--- config.mk ---
export PLATFORM = sky130hd
export DESIGN_NAME = recorded_text_line_editor_top
export DESIGN_NICKNAME = d
export VERILOG_FILES = /design/src/rtl/rtle_pkg.sv /design/src/rtl/rtle_ram.sv /design/src/rtl/rtle_ctrl.sv /design/src/rtl/rtle_dp.sv /design/src/rtl/recorded_text_line_editor_top.sv
export SDC_FILE = /design/constraint.sdc
export NUM_CORES = 2
export LEC_CHECK = 0
export BUFFER_PORTS_ARGS = -buffer_cell sky130_fd_sc_hd__buf_2
export CAP_MARGIN = 20
export CORE_MARGIN = 5
export CORE_UTILIZATION = 50
export DETAILED_ROUTE_END_ITERATION = 8
export GPL_ROUTABILITY_DRIVEN = 0
export GPL_TIMING_DRIVEN = 1
export PLACE_DENSITY = 0.61
export SYNTH_ARGS = -nofsm -noshare
export SYNTH_HDL_FRONTEND = slang
export SYNTH_SLANG_ARGS = --single-unit
--- constraint.sdc ---
create_clock -name clk_i -period 6.83 [get_ports clk_i]
set_input_delay 0.3415 -clock clk_i [delete_from_list [all_inputs] [get_ports clk_i]]
set_output_delay 0.3415 -clock clk_i [all_outputs]
set_load 0.02 [all_outputs]
--- src/rtl/rtle_pkg.sv ---
// ----------------------------------------------------------------------------
// rtle_pkg
// Shared types and constants of the recorded text line editor.
// ----------------------------------------------------------------------------
`default_nettype none

package rtle_pkg;

  localparam int CHAR_W            = 7;
  localparam int CNT_W             = 8;
  localparam int IDX_W             = 8;
  localparam int BS_W              = 2;
  localparam int DATA_W            = 8;
  localparam int DEFAULT_MAX_CHARS = 255;

  localparam logic [CHAR_W-1:0] SPACE_CODE = 7'd32;

  typedef enum logic [2:0] {
    KIND_START = 3'd0,
    KIND_CHAR  = 3'd1,
    KIND_CORR  = 3'd2,
    KIND_STOP  = 3'd3,
    KIND_READ  = 3'd4
  } kind_e;

  typedef struct packed {
    logic load;
    logic rd;
    logic exec;
  } rtle_cmd_t;

endpackage : rtle_pkg

`default_nettype wire

--- src/rtl/rtle_ram.sv ---
// ----------------------------------------------------------------------------
// rtle_ram
// Generic simple dual-port RAM with one write port and a registered read.
// ----------------------------------------------------------------------------
`default_nettype none

module rtle_ram #(
  parameter int Width = 8,
  parameter int Depth = 16,
  parameter int AddrW = (Depth > 1) ? $clog2(Depth) : 1
) (
  input  wire logic             clk_i,
  input  wire logic             we_i,
  input  wire logic [AddrW-1:0] waddr_i,
  input  wire logic [Width-1:0] wdata_i,
  input  wire logic             re_i,
  input  wire logic [AddrW-1:0] raddr_i,
  output logic      [Width-1:0] rdata_o
);

  logic [Width-1:0] mem_q [Depth];
  logic [Width-1:0] rdata_q;

  always_ff @(posedge clk_i) begin
    if (we_i) begin
      mem_q[waddr_i] <= wdata_i;
    end
    if (re_i) begin
      rdata_q <= mem_q[raddr_i];
    end
  end

  assign rdata_o = rdata_q;

endmodule : rtle_ram

`default_nettype wire

--- src/rtl/rtle_ctrl.sv ---
// ----------------------------------------------------------------------------
// rtle_ctrl
// Controller of the line editor: sequences load, store read and execute.
// ----------------------------------------------------------------------------
`default_nettype none

module rtle_ctrl
  import rtle_pkg::*;
(
  input  wire logic clk_i,
  input  wire logic rst_ni,
  input  wire logic start_i,
  output logic      busy_o,
  output logic      valid_o,
  output rtle_cmd_t cmd_o
);

  typedef enum logic [1:0] {
    ST_IDLE,
    ST_RD,
    ST_EXEC
  } state_e;

  state_e state_q, state_d;
  logic   valid_q, valid_d;

  always_comb begin
    state_d = state_q;
    valid_d = 1'b0;
    case (state_q)
      ST_IDLE: begin
        if (start_i) begin
          state_d = ST_RD;
        end
      end
      ST_RD: begin
        state_d = ST_EXEC;
      end
      ST_EXEC: begin
        state_d = ST_IDLE;
        valid_d = 1'b1;
      end
      default: begin
        state_d = ST_IDLE;
      end
    endcase
  end

  always_ff @(posedge clk_i or negedge rst_ni) begin
    if (!rst_ni) begin
      state_q <= ST_IDLE;
      valid_q <= 1'b0;
    end else begin
      state_q <= state_d;
      valid_q <= valid_d;
    end
  end

  assign busy_o     = (state_q != ST_IDLE);
  assign valid_o    = valid_q;
  assign cmd_o.load = start_i && (state_q == ST_IDLE);
  assign cmd_o.rd   = (state_q == ST_RD);
  assign cmd_o.exec = (state_q == ST_EXEC);

endmodule : rtle_ctrl

`default_nettype wire

--- src/rtl/rtle_dp.sv ---
// ----------------------------------------------------------------------------
// rtle_dp
// Datapath of the line editor: transaction registers, character store,
// length and recording state, and the result registers.
// ----------------------------------------------------------------------------
`default_nettype none

module rtle_dp
  import rtle_pkg::*;
#(
  parameter int MaxChars = DEFAULT_MAX_CHARS
) (
  input  wire logic              clk_i,
  input  wire logic              rst_ni,
  input  wire rtle_cmd_t         cmd_i,
  input  wire logic [2:0]        kind_i,
  input  wire logic [CHAR_W-1:0] char_code_i,
  input  wire logic [IDX_W-1:0]  read_index_i,
  output logic                   accepted_o,
  output logic [CNT_W-1:0]       text_length_o,
  output logic [BS_W-1:0]        backspaces_o,
  output logic [DATA_W-1:0]      read_data_o,
  output logic                   recording_o
);

  localparam int AddrW = (MaxChars > 1) ? $clog2(MaxChars) : 1;
  localparam logic [CNT_W-1:0] Capacity = CNT_W'(MaxChars);

  logic [2:0]        kind_q;
  logic [CHAR_W-1:0] char_q;
  logic [IDX_W-1:0]  idx_q;

  logic [CNT_W-1:0]  count_q, count_d;
  logic              armed_q, armed_d;

  logic              acc_q, acc_d;
  logic [BS_W-1:0]   bs_q, bs_d;
  logic [DATA_W-1:0] rd_q, rd_d;

  logic              we;
  logic [CNT_W-1:0]  rd_pos;
  logic [CHAR_W-1:0] rdata;

  always_comb begin
    if (kind_q == KIND_READ) begin
      rd_pos = CNT_W'(idx_q - IDX_W'(1));
    end else begin
      rd_pos = count_q - CNT_W'(1);
    end
  end

  rtle_ram #(
    .Width (CHAR_W),
    .Depth (MaxChars),
    .AddrW (AddrW)
  ) u_store (
    .clk_i   (clk_i),
    .we_i    (we),
    .waddr_i (count_q[AddrW-1:0]),
    .wdata_i (char_q),
    .re_i    (cmd_i.rd),
    .raddr_i (rd_pos[AddrW-1:0]),
    .rdata_o (rdata)
  );

  always_comb begin
    count_d = count_q;
    armed_d = armed_q;
    acc_d   = 1'b0;
    bs_d    = '0;
    rd_d    = '0;
    we      = 1'b0;
    case (kind_q)
      KIND_START: begin
        count_d = '0;
        armed_d = 1'b1;
      end
      KIND_CHAR: begin
        if (!armed_q) begin
          acc_d = 1'b1;
        end else if (count_q >= Capacity) begin
          acc_d = 1'b0;
        end else if ((char_q == SPACE_CODE) &&
                     ((count_q == '0) || (rdata == SPACE_CODE))) begin
          acc_d = 1'b0;
        end else begin
          acc_d   = 1'b1;
          we      = cmd_i.exec;
          count_d = count_q + CNT_W'(1);
        end
      end
      KIND_CORR: begin
        // Spaces never follow one another, so at most one trailing space.
        if (armed_q && (count_q != '0)) begin
          if ((rdata == SPACE_CODE) && (count_q > CNT_W'(1))) begin
            count_d = count_q - CNT_W'(2);
            bs_d    = BS_W'(2);
          end else begin
            count_d = count_q - CNT_W'(1);
            bs_d    = BS_W'(1);
          end
        end
      end
      KIND_STOP: begin
        armed_d = 1'b0;
      end
      KIND_READ: begin
        if (idx_q == '0) begin
          rd_d = DATA_W'(count_q);
        end else if (CNT_W'(idx_q) <= count_q) begin
          rd_d = DATA_W'(rdata);
        end
      end
      default: begin
      end
    endcase
  end

  always_ff @(posedge clk_i) begin
    if (cmd_i.load) begin
      kind_q <= kind_i;
      char_q <= char_code_i;
      idx_q  <= read_index_i;
    end
    if (cmd_i.exec) begin
      acc_q <= acc_d;
      bs_q  <= bs_d;
      rd_q  <= rd_d;
    end
  end

  always_ff @(posedge clk_i or negedge rst_ni) begin
    if (!rst_ni) begin
      count_q <= '0;
      armed_q <= 1'b0;
    end else if (cmd_i.exec) begin
      count_q <= count_d;
      armed_q <= armed_d;
    end
  end

  assign accepted_o    = acc_q;
  assign text_length_o = count_q;
  assign backspaces_o  = bs_q;
  assign read_data_o   = rd_q;
  assign recording_o   = armed_q;

endmodule : rtle_dp

`default_nettype wire

--- src/rtl/recorded_text_line_editor_top.sv ---
// ----------------------------------------------------------------------------
// recorded_text_line_editor_top
// Recorded text line editor: stores a short text message of up to MaxChars
// characters and handles start, character, correction, stop and read
// transactions.
//
// A transaction is accepted at a rising edge with start high and busy low.
// kind_i selects the operation; char_code_i is used by character
// transactions and read_index_i by read transactions.
// Every transaction gives one result, shown for exactly one cycle while
// result_valid_o is high. The receiver cannot hold it off.
// The store is read in state ST_RD after acceptance, state and result
// registers update at the end of ST_EXEC, and the result strobe is high
// while the controller is back in ST_IDLE; the result is taken at the
// closing edge of that cycle. busy is high in ST_RD and ST_EXEC, so a new
// transaction can be accepted in the cycle that shows the previous result.
// The registered store read ahead of the update adds the ST_RD state.
// Reset clears the length and the recording flag; the character store is
// not cleared and holds nothing valid until written.
// ----------------------------------------------------------------------------
`default_nettype none

module recorded_text_line_editor_top
  import rtle_pkg::*;
#(
  parameter int MaxChars = DEFAULT_MAX_CHARS
) (
  input  wire logic              clk_i,
  input  wire logic              rst_ni,
  input  wire logic              start,
  output logic                   busy,
  input  wire logic [2:0]        kind_i,
  input  wire logic [CHAR_W-1:0] char_code_i,
  input  wire logic [IDX_W-1:0]  read_index_i,
  output logic                   result_valid_o,
  output logic                   accepted_o,
  output logic [CNT_W-1:0]       text_length_o,
  output logic [BS_W-1:0]        backspaces_o,
  output logic [DATA_W-1:0]      read_data_o,
  output logic                   recording_o
);

  rtle_cmd_t cmd;

  rtle_ctrl u_ctrl (
    .clk_i   (clk_i),
    .rst_ni  (rst_ni),
    .start_i (start),
    .busy_o  (busy),
    .valid_o (result_valid_o),
    .cmd_o   (cmd)
  );

  rtle_dp #(
    .MaxChars (MaxChars)
  ) u_dp (
    .clk_i         (clk_i),
    .rst_ni        (rst_ni),
    .cmd_i         (cmd),
    .kind_i        (kind_i),
    .char_code_i   (char_code_i),
    .read_index_i  (read_index_i),
    .accepted_o    (accepted_o),
    .text_length_o (text_length_o),
    .backspaces_o  (backspaces_o),
    .read_data_o   (read_data_o),
    .recording_o   (recording_o)
  );

  // The stored length never exceeds the capacity.
  a_len_bound: assert property (@(posedge clk_i) disable iff (!rst_ni)
    text_length_o <= CNT_W'(MaxChars))
    else $error("text length exceeds capacity");

  // An accepted transaction always produces a result strobe.
  a_latency: assert property (@(posedge clk_i) disable iff (!rst_ni)
    (start && !busy) |-> ##3 result_valid_o)
    else $error("result strobe missing");

  // A correction never removes more than two characters.
  a_bs_bound: assert property (@(posedge clk_i) disable iff (!rst_ni)
    result_valid_o |-> (backspaces_o != BS_W'(3)))
    else $error("too many backspaces");

  // The length changes only when a result is delivered.
  a_len_stable: assert property (@(posedge clk_i) disable iff (!rst_ni)
    !result_valid_o |-> $stable(text_length_o) || $past(!rst_ni))
    else $error("length changed without a result");

endmodule : recorded_text_line_editor_top

`default_nettype wire
==> flow_summary_export.csv <==
group,metric,value,unit
status,status,"complete, no violations",
timing,fmax,0.1830,GHz
global_route,grt_max_degree,196,
global_route,grt-ovfl-total,0,
global_route,grt_pass1_vias,42808,
place,place_ws,1.435,ns
cts,ctsLongestPathBuffers,3,
critical_path,critPathMostFrequentCell,"mux2i_1",
floorplanning,die_h,393.8,um
route,ant_nets,0,
pwr,ir_drop,596.3,uV
route,drtPass1Iterations,5,
floorplanning,rows,140,
floorplanning,die_w,393.8,um
layout,n_fill_cell,11730,
timing,period_needed,5.464,ns
place,port_buffers,42,
timing,rsz0062_at_grt,"false",
timing,slew_violations,0,
cts,postCtsSetupBuffers,0,
logic_synthesis,synthArstFlopShare,0.6547,%
cts,ctsRootBufferMaster,"clkbuf_16",
critical_path,required,7.36,ns
critical_path,path_class,"reg -> reg",
layout,drive_gt1_share,8.060,%
timing,min_period_over_period,80.00,%
global_route,grt_pass1_wl,298600,um
logic_synthesis,yosysTopAreaCellShare,74.25,%
critical_path,worst-path-max-fanout,56,
route,drc,0,
timing,hold_ws,0.2653,ns
global_route,antenna_found_initial,4,
route,dr.first_iter.drc_count,5691,
place,place_hpwl,121600,um
route,vias,45313,
timing,setup_ws,1.366,ns
job,max-cap-violations,0,
logic_synthesis,synth_warnings,0,
hold_path,hold_path.class,"in -> reg",
critical_path,critical-path-max-stage-delay,0.80,ns
logic_synthesis,syn_inst,5254,
timing,setup_violations,0,
logic_synthesis,synth-edff-count,1821,
cts,cts-resized-gates,0,
critical_path,slowest_stage,"or3b_2",
cts,numCtsBuffers,182,
critical_path,arrival,5.99,ns
layout,nNetsFinal,5322,
timing,tightest_slew,1.335,ns
cts,hold_buffers,21,
floorplanning,die-area,155100,sq um
logic_synthesis,ys.flop_type,"edfxtp_1",
pwr,powerDensity,439.0,nW/um^2
pwr,p_total,35.86,mW
global_route,grt_use_total,25.93,%
logic_synthesis,yosys-top-cells-area,"edfxtp_1 74%, nand2_1 6.1%, mux2i_1 4.9%",
cts,clkSinkCount,1833,
logic_synthesis,synth_nets,5293,
critical_path,cp-end-kind,"flop",
cts,clk_latency,0.81,ns
logic_synthesis,synth_top_area_cell,"edfxtp_1",
critical_path,startpoint_type,"flop",
cts,cts_tree,"built",
timing,tns,0,ns
floorplanning,coreArea,146100,sq um
floorplanning,ios,43,
hold_path,hold_start,"char_code_i[2]",
cts,clkSlewWorstSetupHoldPaths,0.06,ns
critical_path,crit_chain,"or3b_2 -> buf_4 -> a21oi_4 -> buf_4 -> mux2i_1 -> mux2i_1 -> mux2i_1 -> o21ai_0 -> or4_1 -> nand4_1 -> o211ai_1",
route,wl_per_cell,28.03,um
logic_synthesis,synth_area,73650,sq um
floorplanning,start_util,50.41,%
critical_path,r2r-start,"u_dp.kind_q[0]$_DFFE_PP_",
logic_synthesis,synthDistinctLibCells,71,
pwr,p_leak,27.00,nW
layout,synthToLayoutAreaGrowth,10.91,%
critical_path,cp-startpoint,"u_dp.kind_q[0]$_DFFE_PP_",
route,wl,205800,um
timing,hold_viol,0,
timing,relSlewSlack,10.98,%
logic_synthesis,yosysSeqAreaShare,74.66,%
timing,finalClockSkew,0.02639,ns
route,vias_per_cell,6.172,
cts,htree_levels,4,
logic_synthesis,syn_area_per_cell,14.02,sq um
logic_synthesis,ys_seq_elements,1833,
kinds of logic after synthesis:
family          Yosys count  share of synthesized area [%]
compound gates          555                          5.464
xor+xnor                 13                         0.1546
fa+ha+maj                18                         0.3058
buf+inv                 351                          2.302
flops                  1833                          74.66
mux                     364                          4.954
simple gates           2120                          12.16
cells in the mapped netlist, types with 4 or more instances:
master and count:
o21bai_1 6, o21ai_1 6, nor4_1 30, o311ai_0 6
a21boi_1 6, a311oi_1 25, buf_2 167, a32oi_1 109
xor2_1 4, dfrtp_1 12, a32o_1 10, or3_1 9
clkbuf_1 108, o221ai_1 64, o21ai_0 24, xnor2_1 9
ha_1 18, o21a_1 4, nor2b_1 4, a21o_1 4
or4_1 14, nand3_1 453, buf_1 28, o211ai_1 7
o22ai_1 30, nor3_1 33, a21oi_1 88, edfxtp_1 1821
buf_4 21, nand2_1 1201, and3_1 26, a22oi_1 8
buf_6 12, inv_1 15, nand4_1 28, mux2i_1 362
nor2_1 299, a31oi_1 127, or2_2 4, o41ai_1 6
cells in the final DEF (no fill, tap or decap), drive strengths merged, types with 7 or more instances in the layout:
master / count
edfxtp: 1821
nand2: 1201
nand3: 453
mux2i: 363
nor2: 299
clkbuf: 236
buf: 160
a31oi: 127
a32oi: 109
a21oi: 91
o221ai: 64
clkinv: 63
nor3: 33
o21ai: 31
nor4: 30
o22ai: 30
nand4: 28
and3: 26
a311oi: 25
inv: 23
dlygate4sd3: 21
ha: 18
or4: 14
dfrtp: 12
a32o: 10
or3: 9
xnor2: 9
bufinv: 9
a22oi: 8
o211ai: 7
clkinvlp: 7
final timing paths:
check	depth (start not counted)	to	slack, ns
worst max register to register	11	u_dp.u_store.rdata_o[5]$_DFFE_PN_	1.37
worst max-delay path	11	u_dp.u_store.rdata_o[5]$_DFFE_PN_	1.37
max in group asynchronous	3	u_ctrl.state_q[1]$_DFFE_PN0P_	5.74
worst min-delay path	2	u_dp.char_q[2]$_DFFE_PP_	0.27
min in group asynchronous	3	u_dp.text_length_o[3]$_DFFE_PN0P_	0.66
worst min register to register	1	u_ctrl.state_q[1]$_DFFE_PN0P_	0.52
metrics by stage:
step / utilization, % / cell area (sq um) / cells
after floorplan: - / 73650 / 5254
after global placement: 51.90 / 75830 / 6989
after detailed placement: 51.91 / 75840 / 6990
after CTS: 55.86 / 81600 / 7334
after global routing: 55.91 / 81670 / 7339
final: 55.91 / 81680 / 7342
sequential cells by signal, indices dropped and copies added (netlist names):
signal / flops
u_dp.u_store.mem_q: 1785
u_ctrl.state_q: 2
u_dp.recording_o: 1
u_dp.u_store.rdata_o: 7
u_dp.char_q: 7
u_dp.read_data_o: 8
u_dp.backspaces_o: 2
u_dp.idx_q: 8
u_dp.text_length_o: 8
u_ctrl.valid_o: 1
u_dp.kind_q: 3
u_dp.accepted_o: 1
metal layers:
layer / track usage, % / wire length, um
met1: 35.93 / 83420
met2: 41.30 / 97220
met3: 4.433 / 16260
met4: 10.48 / 8916
met5: 0 / 12
worst max-delay path, delay by kind of cell, from the launching register on:
kind	cells	cell delay (ns)
and+or+nand+nor	3	1.66
AOI/OAI and AO/OA	3	0.94
buffers and inverters	2	0.94
DFF	1	0.51
muxes	3	1.04
report_power, final:
group | switching [mW] | total (mW) | internal, mW
registers | 0.167 | 12.7 | 12.6
logic | 9.85 | 13.6 | 3.77
clock network | 4.18 | 9.52 | 5.34
total | 14.2 | 35.9 | 21.7
layout make-up:
cell class	instances	area [sq um]	area share (%)
clock buffer	236	4863	5.954
tap	1917	2399	2.936
antenna	3	7.507	0.009191
clock inverter	87	690.7	0.8455
multi-input combinational	3070	17100	20.94
sequential	1833	54980	67.31
inverter	15	56.30	0.06893
timing repair buffer	181	1582	1.936
(Power assumes the default switching activity.)
